**config.mk**
```make
export PLATFORM = sky130hd
export DESIGN_NAME = iwq_back
export DESIGN_NICKNAME = d
export VERILOG_FILES = /design/src/hdl/iwq_pkg.sv /design/src/hdl/iwq_back.sv
export SDC_FILE = /design/constraint.sdc
export NUM_CORES = 2
export LEC_CHECK = 0
export ABC_AREA = 0
export BUFFER_PORTS_ARGS = -buffer_cell sky130_fd_sc_hd__buf_4
export CAP_MARGIN = 10
export CORE_MARGIN = 5
export CORE_UTILIZATION = 50
export CTS_CLUSTER_SIZE = 25
export DETAILED_ROUTE_END_ITERATION = 10
export MAX_ROUTING_LAYER = met4
export PLACE_DENSITY = 0.67
export SYNTH_ARGS = -nofsm -noshare
export SYNTH_HDL_FRONTEND = slang
export SYNTH_SLANG_ARGS = --single-unit
```
**constraint.sdc**
```tcl
create_clock -name i_clk -period 103.5 [get_ports i_clk]
set_input_delay 25.875 -clock i_clk [delete_from_list [all_inputs] [get_ports i_clk]]
set_output_delay 25.875 -clock i_clk [all_outputs]
set_load 0.1 [all_outputs]
```
**src/hdl/iwq_pkg.sv**
```systemverilog
// Package for the int8 weight quantizer: shared types and constants.
// No dependencies.
package iwq_pkg;

    localparam int unsigned QMAX = 127;
    localparam int unsigned MAX_CHANNELS = 4096;

    // Configuration register indexes
    localparam logic [1:0] REG_PER_CHANNEL = 2'd0;
    localparam logic [1:0] REG_LAYOUT      = 2'd1;
    localparam logic [1:0] REG_CHAN_COUNT  = 2'd2;

    // Item classified by the front end, carried to the back end.
    typedef struct packed {
        logic        kind;
        logic [11:0] chan;
        logic [11:0] col;
        logic [15:0] wval;
        logic [15:0] wmag;
        logic [15:0] scale;
    } t_work;

endpackage

```
**src/hdl/iwq_back.sv**
```systemverilog
// Back end: pipelined divide of the scaled weight, tiled address, saturated output.
// Depends on iwq_pkg.
module iwq_back (
    input  logic           i_clk,
    input  logic           i_rst_n,
    input  logic           i_valid,
    input  iwq_pkg::t_work i_work,
    output logic           o_ready,
    input  logic           i_layout,
    input  logic [12:0]    i_count,
    output logic           o_valid,
    input  logic           i_stall,
    output logic           o_kind,
    output logic [23:0]    o_dest,
    output logic signed [7:0] o_quant,
    output logic [15:0]    o_scale,
    output logic [11:0]    o_chan
);
    // Quotient is at most 7 bits after saturation; 8 restoring steps, one per stage.
    localparam int STG = 8;
    logic             r_v   [0:STG];
    iwq_pkg::t_work   r_w   [0:STG];
    logic [25:0]      r_rem [0:STG];
    logic [7:0]       r_q   [0:STG];
    logic [23:0]      r_dst [0:STG];
    logic             adv;
    logic [25:0]      num;
    logic [4:0]       rr, rt;
    logic [9:0]       inner;
    logic [23:0]      within4, within32, mulp;

    assign adv = !r_v[STG] || !i_stall;
    assign o_ready = adv;

    // numerator 2*|w|*127 + s, divided by 2*s
    assign num = 26'({i_work.wmag, 1'b0}) * 26'(iwq_pkg::QMAX) + 26'(i_work.scale);

    // Tiled address
    assign rr = i_work.chan[4:0];
    assign rt = rr;
    assign inner = 10'({rt[2:1], rt[4:3], rt[0]});
    assign within4 = 24'((({i_work.chan[11:3], 3'b000} + {i_work.chan[0], 2'b00}
                     + 12'(i_work.col[4:3])) << 5)
                     + ((3'(i_work.col[2] ? 3'd4 : 3'd0) + 3'(i_work.chan[2:1])) << 2)
                     + i_work.col[1:0]);
    assign within32 = 24'(({7'd0, i_work.chan[11:5]} << 10) + (inner << 5)
                      + i_work.col[4:0]);
    assign mulp = 24'(i_work.col[11:5] * {i_count, 5'b0});

    always_ff @(posedge i_clk) begin
        if (!i_rst_n) begin
            for (int i = 0; i <= STG; i++) r_v[i] <= 1'b0;
        end else if (adv) begin
            r_v[0] <= i_valid;
            for (int i = 1; i <= STG; i++) r_v[i] <= r_v[i-1];
        end
    end

    // Division stages
    always_ff @(posedge i_clk) begin
        if (adv) begin
            r_w[0]   <= i_work;
            r_rem[0] <= num;
            r_q[0]   <= 8'd0;
            r_dst[0] <= mulp + (i_layout ? within32 : within4);
            for (int i = 1; i <= STG; i++) begin
                logic [25:0] d;
                d = 26'({r_w[i-1].scale, 1'b0}) << (STG - i);
                r_w[i]   <= r_w[i-1];
                r_dst[i] <= r_dst[i-1];
                if (r_rem[i-1] >= d) begin
                    r_rem[i] <= r_rem[i-1] - d;
                    r_q[i]   <= r_q[i-1] | (8'd1 << (STG - i));
                end else begin
                    r_rem[i] <= r_rem[i-1];
                    r_q[i]   <= r_q[i-1];
                end
            end
        end
    end

    // Saturate, sign and form result
    logic [7:0] qs;
    logic [7:0] qmag;
    always_comb begin
        qmag = (r_rem[STG] >= (26'({r_w[STG].scale, 1'b0}) << STG) || r_q[STG] > 8'd127)
               ? 8'd127 : r_q[STG];
        if (r_w[STG].wval == 16'd0) qs = 8'd0;
        else if (r_w[STG].scale == 16'd0) qs = r_w[STG].wval[15] ? 8'h81 : 8'd127;
        else qs = r_w[STG].wval[15] ? 8'(-qmag) : qmag;
        o_valid = r_v[STG];
        o_kind  = r_w[STG].kind;
        o_dest  = r_w[STG].kind ? r_dst[STG] : 24'd0;
        o_quant = r_w[STG].kind ? qs : 8'd0;
        o_scale = r_w[STG].scale;
        o_chan  = r_w[STG].chan;
    end
endmodule
```
Word level (Yosys, flattened, before mapping)

Memories as Yosys holds them, arrays and structs flattened.
Index checks and enable logic that the tools add are counted.

Bits in registers: 0
Word-level logic and storage cells: 153
Memory bits (writable): 1,188
Memories: 5

Bitwise operators: 25
Order comparisons: 10
Reductions and logical operators: 6
Mux-type cells: 87
$add $sub $neg: 18
$mul: 2

Memories:

| name  | depth | bits a word | read ports | clocked after memory_dff | write ports | RTL line       | text |
|---|---|---|---|---|---|---|---|
| r_w   | 9     | 73          | 9          | 0                        | 9           | iwq_back.sv:22 | `iwq_pkg::t_work r_w [0:STG];` |
| r_rem | 9     | 26          | 9          | 0                        | 9           | iwq_back.sv:23 | `logic [25:0] r_rem [0:STG];` |
| r_dst | 9     | 24          | 9          | 0                        | 9           | iwq_back.sv:25 | `logic [23:0] r_dst [0:STG];` |
| r_q   | 9     | 8           | 9          | 0                        | 9           | iwq_back.sv:24 | `logic [7:0] r_q [0:STG];` |
| r_v   | 9     | 1           | 9          | 0                        | 9           | iwq_back.sv:21 | `logic r_v [0:STG];` |

Operators by type and width:

| operator         | count |
|---|---|
| $mux 26          | 8 |
| $mux 8           | 14 |
| $mux 1           | 62 |
| $logic_not 16->1 | 2 |
| $ge 26x17->1     | 1 |
| $ge 26x18->1     | 1 |
| $ge 26x19->1     | 1 |
| $ge 26x20->1     | 1 |
| $ge 26x21->1     | 1 |
| $ge 26x22->1     | 1 |
| $ge 26x23->1     | 1 |
| $ge 26x24->1     | 1 |
| $ge 26x25->1     | 1 |
| $sub 26x17->26   | 1 |
| $sub 26x18->26   | 1 |
| $sub 26x19->26   | 1 |
| $sub 26x20->26   | 1 |
| $sub 26x21->26   | 1 |
| $sub 26x22->26   | 1 |
| $sub 26x23->26   | 1 |
| $sub 26x24->26   | 1 |
| $add 24x16->25   | 1 |
| $or 1x1->1       | 25 |
| $add 24x21->24   | 1 |
| other kinds (16) | 18 |

Logic depth before layout (Yosys ltp)

An unclocked memory read counts as a cell.

Depth in word-level cells: 9
Depth in mapped cells: 24
Mapped depth without buffers: 24

Worst setup path before layout

No wires, ideal clock.

Kind: input port to output port
Start: input port i_stall
End: output port o_ready
Path slack: 33.040 ns
Stages: 4
Data arrival time: 44.585 ns
Data required time: 77.625 ns
Path through: and2_1 clkbuf_1 inv_1 clkbuf_1

Cells in the longest elaborated chain, start to end: 2

Ends and longest elaborated chain:

| element          | RTL line       | text |
|---|---|---|
| start, declared  | iwq_back.sv:12 | `input logic i_stall,` |
| $logic_not 1->1  | iwq_back.sv:32 | `assign adv = !r_v[STG] \|\| !i_stall;` |
| $logic_or 1x1->1 | iwq_back.sv:32 |  |
| end, declared    | iwq_back.sv:8  | `output logic o_ready,` |

Every way passes these cells.

Worst setup path in the final report

Same ends and word-level chain as after synthesis.

==> impl_summary.log <==
[metrics] status: completed
[metrics] post-route clock period utilization: around half
[metrics] total of cells resized after clock tree synthesis: 0
[metrics] startpoint type of the worst setup path: primary input
[metrics] Detailed Route Iter0 Violations: 1364
[metrics] cell type with the largest total area after synthesis: sky130_fd_sc_hd__edfxtp_1
[metrics] critical path startpoint: i_stall
[metrics] clock edge transition at the registers on the reported setup and hold paths: 0.06 ns
[metrics] highest clock frequency the design can meet: 18.9 MHz
[metrics] number of vias after detailed routing: roughly 24000
[metrics] number of CTS-inserted buffers: 87
[metrics] Setup violations, final: 0
[metrics] DP HPWL: 52.5 mm
[metrics] number of levels the H-tree was split into: 3
[metrics] number of cells on the worst reg-to-reg path: 7
[metrics] maximum net fanout on the critical path: 55
[metrics] sum of negative setup slack: 0 ns
[metrics] CTS sink cnt: around 900
[metrics] Cell Area, Synth: 43700 um^2
[metrics] most frequently used flop master after synthesis: sky130_fd_sc_hd__edfxtp_1
[metrics] worst hold-check path type: flop to flop
[metrics] portion of synthesized cell area occupied by the leading cell type: 61.6%
[metrics] Post-synth EDFFs: 898
[metrics] Syn Nets: 3694
[metrics] utilization of the core after routing: 56.4%
[metrics] Fin Clk Skew: 0.0285 ns
[metrics] TritonRoute pass-1 iters: 7
[metrics] most area-consuming cells after synthesis: sky130_fd_sc_hd__edfxtp_1 62%, sky130_fd_sc_hd__ha_1 7.2%, sky130_fd_sc_hd__fa_1 5.3%
[metrics] PwrDens: 30.9 nW/um^2
[metrics] minimum period implied by the final worst setup slack: 52.97 ns
[metrics] Hold Slack: 0.397 ns
[metrics] data arrival time of the critical path: 27.09 ns
[metrics] nets@finish: between 3000 and 4000
[metrics] slew of the pin with the lowest slew margin: 1.11 ns
[metrics] Static Leakage: about 20 nW
[metrics] number of inserted diodes: 0
[metrics] # Post-CTS Setup Buffers: 0
[metrics] FILL cells: 7030
[metrics] largest vdd supply drop: 17.8 uV
[metrics] startpoint-to-endpoint class of the critical path: primary input to output port
[metrics] post-synthesis to final-layout area growth: 11.9%
[metrics] count of input and output buffers: 153
[metrics] placeable core area: approximately 87000 um^2
[metrics] CTS Hold Bufs: 0
[metrics] Async SR Flop Fraction: 0%
[metrics] drt total wl: ~73 mm
[metrics] number of antenna violations at the first check in global routing: 1
[metrics] largest net degree at the start of global routing: roughly 200
[metrics] portion of the post-synthesis area used by sequential elements: 61.6%
[metrics] last weighted congestion value of the routability-driven placer: 0.878
[metrics] overall die width: around 310 um
[metrics] synth warn: 0
[metrics] instance count after placement with tap cells included: 4485
[metrics] Setup crit end kind: output port
[metrics] max-slew violation count: 0
[metrics] combined global-route utilization of all metal layers: 16.1%
[metrics] Worst-Skew Late Latency: 0.63 ns
[metrics] routed wire length per instance: around 16 um
[metrics] instance count of the mapped netlist: 3235
[metrics] count of boundary I/O pins: roughly 150
[metrics] Setup crit end: o_ready
[metrics] starting density of the core: 50.4%
[metrics] DR vias/cell: between 5 and 6
[metrics] average footprint of a synthesized cell: ~14 um^2
[metrics] TritonCTS clock tree: built
[metrics] Remaining DRCs: 0
[metrics] endpoint required time on the critical path: 77.63 ns
[metrics] Overflow after GRT: 0
[metrics] most frequent cells in the layout: 898 x sky130_fd_sc_hd__edfxtp_1, 356 x sky130_fd_sc_hd__inv_1, 252 x sky130_fd_sc_hd__ha_1, 170 x sky130_fd_sc_hd__nor2_1, 167 x sky130_fd_sc_hd__buf_4
[metrics] r2r setup slk: just under 100 ns
[metrics] library cells used by synthesis: 80
[metrics] maximum capacitance violations: 0
[metrics] most common library cell in the layout ignoring fill and taps: sky130_fd_sc_hd__edfxtp_1
[metrics] CTS Root Buffer Type: sky130_fd_sc_hd__clkbuf_16
[metrics] startpoint of the worst-slack reg-to-reg timing path: r_v[0][8]$_SDFFCE_PN0P_
[metrics] share of post-route cells with drive strength above 1: 10.5%
[metrics] worst slew margin relative to its limit: 25.7%
[metrics] die boundary height: 306 um
[metrics] number of buffers between clock root and the deepest sink: 3
[metrics] count of endpoints failing hold in the final timing report: 0
[metrics] RSZ-0062 raised after global routing: no
[metrics] count of placed standard cells in the final layout, fillers left out: approximately 4600
[metrics] number of global-route vias before repair: approximately 24000
[metrics] number of cells traversed by the worst hold path: 0
[metrics] capture point of the worst reg-to-reg path: r_w[0][481]$_DFFE_PN_
[metrics] overall die area: 93500 um^2
[metrics] row count: ~110
[metrics] first-pass GRT wire length: 121 mm
[metrics] Yosys reg bits: around 900
[metrics] Post-DRT Antenna Nets: 0
[stage by stage]
step	instance area [um^2]	total power [mW]	setup WS (ns)
floorplan	43700	1.08	33.04
finish	48900	1.51	50.53
CTS	48900	1.52	50.51
global placement	46100	1.20	50.52
global route	48900	1.63	50.48
detailed placement	46100	1.21	50.52
[worst max-delay path, cell delays in order]
cell and delay (ns):
sky130_fd_sc_hd__buf_4 0.10, sky130_fd_sc_hd__and2_1 0.13, sky130_fd_sc_hd__buf_4 0.21, sky130_fd_sc_hd__inv_8 0.33, sky130_fd_sc_hd__buf_4 0.37
[Yosys cell counts (all sizes together) (10+ instances only)]
cell type and instances:
clkbuf 36, a31oi 17, xor2 83, xnor2 112
buf 37, o31ai 14, o211ai 10, ha 252
mux2 42, edfxtp 898, nor2b 33, nor4 33
nand4 21, inv 361, fa 116, a21o 68
a21boi 13, or3 26, nor2 170, o21a 40
nor3 58, or2 14, nand2 165, a211oi 15
o21ai 123, and3 21, nand2b 22, and2 87
nand3 48, a21oi 163
[power breakdown]
part	internal, mW	leakage [nW]	switching (mW)
combinational	0.275	9.29	0.348
clock	0.174	1.37	0.132
sequential	0.540	9.47	0.0413
[metal layers]
metal	vias to the layer above	track usage, %	share of wire, %
met5	-	-	0
met4	0	6.35	3.7
li1	12091	-	-
met3	145	2.05	3.4
met1	11135	20.4	45
met2	414	26.7	48
[sequential cells by signal, indices dropped and copies added (netlist names)]
register / count
r_rem: 232
r_w: 423
r_dst: 198
r_v: 9
r_q: 36
[kinds of logic (layout without fill, tap and decap cells)]
group	after synthesis	in the layout	share of synthesized area, %
flops	898	898	61.6
buf+inv	435	691	4.02
compound gates	543	543	7.93
fa+ha+maj	368	368	12.5
xor+xnor	195	195	3.90
mux	51	51	1.30
simple gates	745	745	8.67
[final cells by class]
class / count / area [um^2] / share of cell area (%)
clock inverters: 55 / 573 / 1.17
well taps: 1155 / 1450 / 2.95
inverters: 362 / 1380 / 2.81
clock buffers: 106 / 2270 / 4.64
flip-flops and latches: 898 / 27000 / 55.1
repair buffers: 168 / 1270 / 2.60
multi-input cells: 1902 / 15000 / 30.7
[worst min-delay path by stage]
stage	start	to	slack, ns
after floorplan	r_dst[0][2]$_DFFE_PN_	r_dst[0][26]$_DFFE_PN_	0.40
after global placement	r_w[0][264]$_DFFE_PN_	r_w[0][337]$_DFFE_PN_	0.40
after detailed placement	r_dst[0][39]$_DFFE_PN_	r_dst[1][15]$_DFFE_PN_	0.40
after CTS	r_q[6][7]$_DFFE_PP_	r_q[7][7]$_DFFE_PP_	0.39
after global routing	r_w[0][215]$_DFFE_PN_	r_w[0][288]$_DFFE_PN_	0.42
final	r_q[6][7]$_DFFE_PP_	r_q[7][7]$_DFFE_PP_	0.40
(Power assumes the default switching activity.)
