==> src/hdl/iwq_pkg.sv <==
// Package for the int8 weight quantizer: shared types and constants.
// No dependencies.
package iwq_pkg;

    localparam int unsigned QMAX = 127;
    localparam int unsigned MAX_CHANNELS = 4096;

    // Configuration register indexes
    localparam logic [1:0] REG_PER_CHANNEL = 2'd0;
    localparam logic [1:0] REG_LAYOUT      = 2'd1;
    localparam logic [1:0] REG_CHAN_COUNT  = 2'd2;

    // Item classified by the front end, carried to the back end.
    typedef struct packed {
        logic        kind;
        logic [11:0] chan;
        logic [11:0] col;
        logic [15:0] wval;
        logic [15:0] wmag;
        logic [15:0] scale;
    } t_work;

endpackage

==> src/hdl/iwq_queue.sv <==
// Two-entry queue between front and back ends.
// Depends on iwq_pkg.
module iwq_queue (
    input  logic           i_clk,
    input  logic           i_rst_n,
    input  logic           i_valid,
    input  iwq_pkg::t_work i_data,
    output logic           o_ready,
    output logic           o_valid,
    output iwq_pkg::t_work o_data,
    input  logic           i_pop
);
    iwq_pkg::t_work r_mem [0:1];
    logic       r_wp, r_rp;
    logic [1:0] r_cnt;
    logic       push, pop;

    assign o_ready = (r_cnt != 2'd2);
    assign o_valid = (r_cnt != 2'd0);
    assign o_data  = r_mem[r_rp];
    assign push = i_valid && o_ready;
    assign pop  = i_pop && o_valid;

    always_ff @(posedge i_clk) begin
        if (push) r_mem[r_wp] <= i_data;
    end

    always_ff @(posedge i_clk) begin
        if (!i_rst_n) begin
            r_wp <= 1'b0; r_rp <= 1'b0; r_cnt <= 2'd0;
        end else begin
            if (push) r_wp <= ~r_wp;
            if (pop) r_rp <= ~r_rp;
            r_cnt <= r_cnt + 2'(push) - 2'(pop);
        end
    end
endmodule

==> config.mk <==
export PLATFORM = sky130hd
export DESIGN_NAME = iwq_queue
export DESIGN_NICKNAME = d
export VERILOG_FILES = /design/src/hdl/iwq_pkg.sv /design/src/hdl/iwq_queue.sv
export SDC_FILE = /design/constraint.sdc
export NUM_CORES = 1
export LEC_CHECK = 0
export BUFFER_PORTS_ARGS = -buffer_cell sky130_fd_sc_hd__buf_2
export CAP_MARGIN = 30
export CORE_UTILIZATION = 50
export DETAILED_ROUTE_END_ITERATION = 10
export PLACE_DENSITY = 0.88
export SKIP_LAST_GASP = 1
export SYNTH_ARGS = -nofsm -noshare
export SYNTH_HDL_FRONTEND = slang
export SYNTH_SLANG_ARGS = --single-unit
export TNS_END_PERCENT = 50
==> constraint.sdc <==
create_clock -name i_clk -period 10 [get_ports i_clk]
set_input_delay 0.5 -clock i_clk [delete_from_list [all_inputs] [get_ports i_clk]]
set_output_delay 0.5 -clock i_clk [all_outputs]
set_load 0.03 [all_outputs]
== Word level (Yosys, flattened, before mapping) ==
Memory sizes are Yosys's and may differ from the RTL's. A register that Yosys moved wholly into a read port is not among the register bits.
Index checks and enable logic that the tools add are counted.
Storage, ports and cells
  memories kept: 1
  output and inout bits: 75
  input port bits: 77
  bits in registers: 4
  memory bits (writable): 146
  logic and storage cells: 16
Memory list
  r_mem: words 2, bits a word 73, read ports 1, clocked after memory_dff 1, write ports 1, line iwq_queue.sv:13  | iwq_pkg::t_work r_mem [0:1];
Cells by class
  eq/ne operators: 1
  bitwise operators: 2
  muxes and demuxes: 4
  add/sub/neg operators: 2
  reductions and logical operators: 3
Operators with widths (number)
  1-bit 2-to-1 mux: 4
  2-bit by 1-bit adder with 2-bit output: 1
  1-bit logical AND: 2
  2-bit inequality test, second input constant: 1
  1-bit inverter: 2
  2-bit nonzero test: 1
  2-bit by 1-bit subtractor with 2-bit output: 1

== Longest topological paths before layout ==
Gate-level depths: netlist of the first run.
  word-level depth: 4
  gate-level depth with buffers: 8
  mapped depth without buffers: 8

== Worst setup path after synthesis of the first run ==
No wires, ideal clock.
  kind: flip-flop to flip-flop
  start: register r_cnt[0]
  end: memory r_mem[0][0] (netlist bit), enable pin
  library setup time: 0.505 ns
  slack: 5.599 ns
  data required time: 9.495 ns
  data arrival time: 3.897 ns
  buffers on the path: 0
  clock period less this slack: 4.401 ns
  stages on the path, launching flop included: 4
  path through: dfxtp_1 -> nand2b_1 -> nand2_1 -> nor2_1
Between the ends
  cells in the longest elaborated chain, start to end: 4
RTL lines
  start: declaration: line iwq_queue.sv:15  | logic [1:0] r_cnt;
  start signal: assignment: line iwq_queue.sv:34  | r_cnt <= r_cnt + 2'(push) - 2'(pop);
  2-bit inequality test: line iwq_queue.sv:18  | assign o_ready = (r_cnt != 2'd2);
  via o_ready: line iwq_queue.sv:8  | output logic o_ready,
  1-bit logical AND: line iwq_queue.sv:21  | assign push = i_valid && o_ready;
  1-bit 2-to-1 mux: line iwq_queue.sv:25  | if (push) r_mem[r_wp] <= i_data;
  1-bit 2-to-1 mux (implied by the code): line iwq_queue.sv:25
  end: declaration: line iwq_queue.sv:13
The timed path passes the listed nets, and every way through them passes these cells.

==> results.json, run 1 <==
{
  "netlist_top_cells_area": "edfxtp_1 75%, mux2_4 18%, buf_12 2.4%, dfxtp_1 1.7%, mux2_2 0.58%",
  "fin_area_mm2": 0.007332,
  "drive_gt1_share_pct": 60.70,
  "cp_slowest_cell": "buf_4",
  "rr_worst_depth": 4,
  "yosysSeqAreaShare_pct": 76.60,
  "cts.sinks": 151,
  "worst_setup_path_end_kind": "output port",
  "fin_crit_ps": 2754,
  "drt-initial-drc-count": 121,
  "fin_nets": 496,
  "wl_per_cell_um": 16.64,
  "grt_antenna_before_repair": 2,
  "finClkSkew_ps": 6.571,
  "vias": 2803,
  "post_cts_buffers": 0,
  "synth.area.mux_share_pct": 18.70,
  "synth_top_family_by_area": "multiplexers",
  "synth_warnings": 0,
  "place_congestion": 0.6822,
  "required_ps": 9500,
  "clock_latency_ps": 400,
  "synth_top_cell_area_share_pct": 74.89,
  "routed_via_density": 4.883,
  "p_per_area_mw_per_mm2": 283.5,
  "fin_setup_tns_ps": 0,
  "rsz0062_at_grt": "no",
  "cts.clk_slew.worst_paths_ps": 60,
  "firstDrtPassIters": 6,
  "synth_compound_area_share_pct": 0.1282,
  "drtAntennaViolNets": 0,
  "path_cells": "buf_4 -> buf_16 -> mux2_2 -> buf_2",
  "grt_pass1_vias": 2870,
  "root_buffer": "clkbuf_16",
  "synth_xor_area_share_pct": 0.4488,
  "ir_drop_mv": 0.1861,
  "crit_family": "buffers and inverters",
  "crit_path_max_incr_delay_ps": 530,
  "yosys_register_bits": 151,
  "r2r-end": "r_mem[0][52]$_DFFE_PP_",
  "path_max_fanout": 34,
  "start_util_pct": 51.27,
  "hold_viol_final": 0,
  "ys_types": 18,
  "rows": 39,
  "cts_made_buffers": 17,
  "cp_num_buf_inv": 3,
  "hold_end": "r_mem[0][42]$_DFFE_PP_",
  "place_area_mm2": 0.006696,
  "period_share_pct": 27.54,
  "port_buffers": 151,
  "syn_avg_cell_area_um2": 23.32,
  "hold_path.class": "in -> reg",
  "yosys.area_share.simple_pct": 1.047,
  "cts_tree": "built",
  "hold_depth": 1,
  "dp_hpwl_um": 6219,
  "slew_violations": 0,
  "grt_pass1_wl_um": 14010,
  "max_slew_margin_pct": 35.37,
  "yosys.area.top_type": "edfxtp_1",
  "tightest_slew_ps": 969.4,
  "dieArea_mm2": 0.01215,
  "cts_resized": 0,
  "min-delay-start": "i_data[42]",
  "path_class": "reg -> out",
  "synth.cell_area_mm2": 0.005854,
  "synth_cells": 251,
  "cap_violations": 0,
  "rr_startpoint": "r_cnt[0]$_SDFF_PN0_",
  "r2r_setup_slack_ps": 8040,
  "grt_max_degree": 74,
  "run_status": "finished, final reports clean",
  "setup_viol": 0,
  "utilization_pct": 64.21,
  "arrival_ps": 2250,
  "drc": 0,
  "fmax_mhz": 363.0,
  "overflow": 0,
  "clockBufferDepth": 2,
  "coreArea_mm2": 0.01142,
  "p_leak_nw": 2.900,
  "die_h_um": 110.2,
  "area_growth_syn_to_layout_pct": 25.24,
  "wl_um": 9549,
  "h-tree-depth": 4,
  "die_w_um": 110.2,
  "ioPinCount": 152,
  "syn_nets": 330,
  "start_kind": "flop",
  "hold_buffers": 0,
  "synth_fa_ha_area_share_pct": 0.4274,
  "grt_use_total_pct": 16.32
}
worst reg2reg max path, delay by kind of cell (launching register included):
family	cells	cell delay, ps
and+or+nand+nor	3	420
buffers and inverters	1	720
DFF	1	360
Yosys cell counts:
cell type / count
inv_1: 1
nor2b_1: 2
buf_6: 1
and2_1: 2
nand2b_1: 2
ha_1: 2
nor2_1: 1
mux2i_1: 1
o21a_1: 1
nand2_1: 2
edfxtp_1: 146
buf_12: 7
dfxtp_1: 5
and3_1: 1
mux2_2: 3
xnor2_1: 3
mux2_4: 70
or2_2: 1
state kept, by name, summed over array words and instances, names as in the netlist, named ones only:
name   cells
r_rp       1
r_wp       1
r_cnt      2
r_mem    146
cell families (layout without fill, tap and decap cells):
kind of cell / after synthesis / count (layout)
flip-flops: 151 / 151
multiplexers: 74 / 74
AND/OR/NAND/NOR: 11 / 11
buffers and inverters: 9 / 188
XOR/XNOR: 3 / 3
adder cells (fa/ha/maj): 2 / 2
AO/OA/AOI/OAI: 1 / 1
other: 0 / 1
how the worst max path moves through the flow:
| stage | startpoint | to | cells past startpoint |
|---|---|---|---|
| after floorplan | r_cnt[0]$_SDFF_PN0_ | r_mem[0][0]$_DFFE_PP_ | 3 |
| after global placement | flop | o_data[0] | 3 |
| after detailed placement | flop | o_data[72] | 4 |
| after CTS | flop | o_data[72] | 4 |
| after global routing | flop | o_data[72] | 4 |
| final | flop | o_data[1] | 4 |
through the flow:
step                      worst slack (ps)  hold WS [ps]  power (mW)  instances
after global placement                7529         505.6       1.428        539
final                                 7246         286.4       2.079        574
after floorplan                       5599         454.9       1.336        251
after global routing                  7096         263.6       2.166        573
after detailed placement              7604         538.7       1.449        540
after CTS                             7164         261.0       2.101        572
report_power, final:
part	total [mW]	leakage (nW)	internal (mW)	switching [mW]
clock network	0.648	0.294	0.416	0.231
logic	0.603	1.20	0.243	0.360
registers	0.828	1.41	0.797	0.0308
cell usage in the layout, fill, tap and decap left out:
cell / count
nand2_1: 2
clkbuf_16: 17
buf_16: 1
mux2i_1: 1
dfxtp_1: 4
mux2_2: 3
bufinv_16: 4
inv_1: 1
dfxtp_4: 1
buf_4: 2
o21a_1: 1
or2_2: 1
and2_1: 2
and3_4: 1
xnor2_1: 3
mux2_4: 70
edfxtp_1: 146
clkinvlp_4: 2
buf_2: 151
nor2b_1: 2
nand2b_1: 2
ha_1: 2
clkinv_4: 3
clkinv_1: 1
clkbuf_1: 2
buf_12: 1
clkinv_2: 3
nor2_4: 1
diode_2: 1
routing by layer:
metal | part of all wire (%) | GRT usage [%] | vias to the layer above
met5 | 0.14 | 0 | -
met4 | 0.68 | 6.767 | 2
met3 | 5.9 | 5.996 | 6
met2 | 51 | 27.37 | 98
met1 | 42 | 18.98 | 1369
li1 | - | - | 1328
layout make-up:
cell class              count  area (µm²)
diodes                      1       2.502
clock buffers              19       432.9
clock inverters            13       180.2
fillers                   799        4086
inverters                   1       3.754
multi-input cells          91        1227
flip-flops and latches    151        4488
well taps                 143       178.9
repair buffers            155       818.3
Note: power is estimated with default switching activity, not from simulation.
==> run 2: changes to the inputs <==
- clock period: 10 -> 2.8 ns (I/O delays scaled with it)
==> run 2 against run 1 <==
Wire length is 7.5% higher. Worst setup slack worse by 6400 ps. Flip-flop and latch count stayed put. Via count is 10% higher. Clock-buffer cell count stayed put. Non-clock buffer count is 74 higher. Critical path depth is 1 lower. Register-to-register slack worse by 7000 ps. Cell area is 9.5% higher. Clock skew is 5.2 ps higher. Utilization is 6.1 points higher. Largest power group unchanged. Highest routed layer is now met4.
==> results.json, run 2 (synthesis results as in run 1) <==
{
  "required_ps": 2660,
  "cts.clk_slew.worst_paths_ps": 60,
  "n_antenna_cell": 0,
  "die_h_um": 110.2,
  "grt_max_degree": 74,
  "period_share_pct": 69.43,
  "h-tree-depth": 4,
  "dieArea_mm2": 0.01215,
  "slew_violations": 0,
  "grt_antenna_before_repair": 0,
  "fmax_mhz": 514.4,
  "clkPwrFrac_pct": 29.1,
  "final_cell_mix": "151 x buf_2, 146 x edfxtp_1, 74 x dlygate4sd3_1",
  "drt-initial-drc-count": 122,
  "fin_ws_ps": 856.0,
  "tightest_slew_ps": 512.3,
  "start_kind": "flop",
  "area_growth_syn_to_layout_pct": 37.12,
  "arrival_ps": 1800,
  "path_class": "reg -> out",
  "switchingPower_mw": 2.244,
  "p_int_mw": 5.086,
  "ioPinCount": 152,
  "rr_worst_depth": 8,
  "clock_latency_ps": 410,
  "grt_pass1_wl_um": 15050,
  "cts_made_buffers": 17,
  "hold_path.class": "in -> reg",
  "hold_viol_final": 0,
  "cts_tree": "built",
  "drc": 0,
  "place_congestion": 0.6898,
  "setup_viol": 0,
  "cts.sinks": 151,
  "grt_use_total_pct": 17.39,
  "fin_crit_ps": 1944,
  "root_buffer": "clkbuf_16",
  "overflow": 0,
  "p_per_area_mw_per_mm2": 913.1,
  "wl_per_cell_um": 15.87,
  "hold_end": "r_wp$_SDFFE_PN0N_",
  "p_comb_share_pct": 30.9,
  "dp_hpwl_um": 6154,
  "top_register": "r_mem",
  "ir_drop_mv": 0.4973,
  "layout_commonest_cell": "buf_2",
  "path_max_fanout": 29,
  "worst_setup_path_end_kind": "output port",
  "run_status": "finished, final reports clean",
  "coreArea_mm2": 0.01142,
  "die_w_um": 110.2,
  "final.fill_count": 717,
  "r2r_setup_slack_ps": 1060,
  "rows": 39,
  "post-place-ws_ps": 1076,
  "rr_startpoint": "r_cnt[0]$_SDFF_PN0_",
  "clockBufferDepth": 2,
  "routed_via_density": 4.765,
  "cap_violations": 0,
  "dp_cells": 541,
  "firstDrtPassIters": 4,
  "fin_nets": 570,
  "vias": 3083,
  "min-delay-start": "i_valid",
  "seq_power_share_pct": 40.0,
  "p_sw_share_pct": 30.62,
  "r2r-end": "r_cnt[1]$_SDFF_PN0_",
  "drive_gt1_share_pct": 51.59,
  "top_regs": "r_mem (146), r_cnt (2)",
  "port_buffers": 151,
  "grt_pass1_vias": 3200,
  "stdcell_count": 647,
  "finClkSkew_ps": 11.74,
  "hold_depth": 3,
  "p_leak_nw": 3.188,
  "drtAntennaViolNets": 0,
  "max_slew_margin_pct": 65.84,
  "start_util_pct": 51.27,
  "wl_um": 10270,
  "rsz0062_at_grt": "no",
  "largest_register_ffs": 146
}
## run 2: cell type report
cell class | count | area (µm²) | share of cell area [%]
Sequential cell | 151 | 4488 | 55.91
Timing Repair Buffer | 229 | 1564 | 19.48
Multi-Input combinational cell | 91 | 1227 | 15.29
Clock buffer | 19 | 432.9 | 5.393
Tap cell | 143 | 178.9 | 2.229
Clock inverter | 13 | 132.6 | 1.652
Inverter | 1 | 3.754 | 0.04676
## run 2: critical path, stage by stage (launching register included)
cell	delay [ps]
dfxtp_4	370
buf_4	440
mux2_2	390
buf_2	180
## run 2: through the flow
stage / utilization [%] / instance area, µm² / hold slack (ps) / TNS [ps] / power (mW)
floorplan: - / 5862 / 238.9 / -9372 / 4.758
global placement: 58.86 / 6721 / 329.0 / 0 / 5.128
detailed placement: 58.86 / 6721 / 332.2 / 0 / 5.180
CTS: 70.30 / 8028 / 103.8 / 0 / 7.411
global route: 70.30 / 8028 / 122.3 / 0 / 7.630
finish: 70.30 / 8028 / 137.2 / 0 / 7.330
## run 2: metal layers
| metal | GRT usage (%) | wire length, µm | vias to the layer above |
|---|---|---|---|
| li1 | - | - | 1475 |
| met1 | 18.48 | 3986 | 1485 |
| met2 | 31.47 | 5589 | 112 |
| met3 | 5.644 | 565 | 11 |
| met4 | 7.613 | 129 | 0 |
| met5 | 0 | 0 | - |
## run 2: timing repair
item | in CTS | in global routing
hold endpoints to repair | 147 | 0
gates resized for setup | 0 | 0
setup buffers | 0 | 0
hold buffers | 74 | 0
## run 2: worst max path at each step
stage                                         to                 from  depth (start not counted)
after floorplan            r_mem[1][0]$_DFFE_PP_  r_cnt[0]$_SDFF_PN0_                          2
after global placement    r_mem[1][51]$_DFFE_PP_  r_cnt[0]$_SDFF_PN0_                          3
after detailed placement     r_cnt[1]$_SDFF_PN0_  r_cnt[0]$_SDFF_PN0_                          8
after CTS                              o_data[1]                 flop                          3
after global routing                  o_data[72]                 flop                          3
final                                 o_data[72]                 flop                          3
## run 2: power groups by stage
stage               clock, mW  sequential (mW)  combinational, mW
floorplan                   0             2.96               1.80
global placement            0             2.96               2.17
detailed placement          0             2.98               2.20
CTS                      2.19             2.94               2.29
global route             2.27             2.96               2.40
finish                   2.13             2.93               2.27
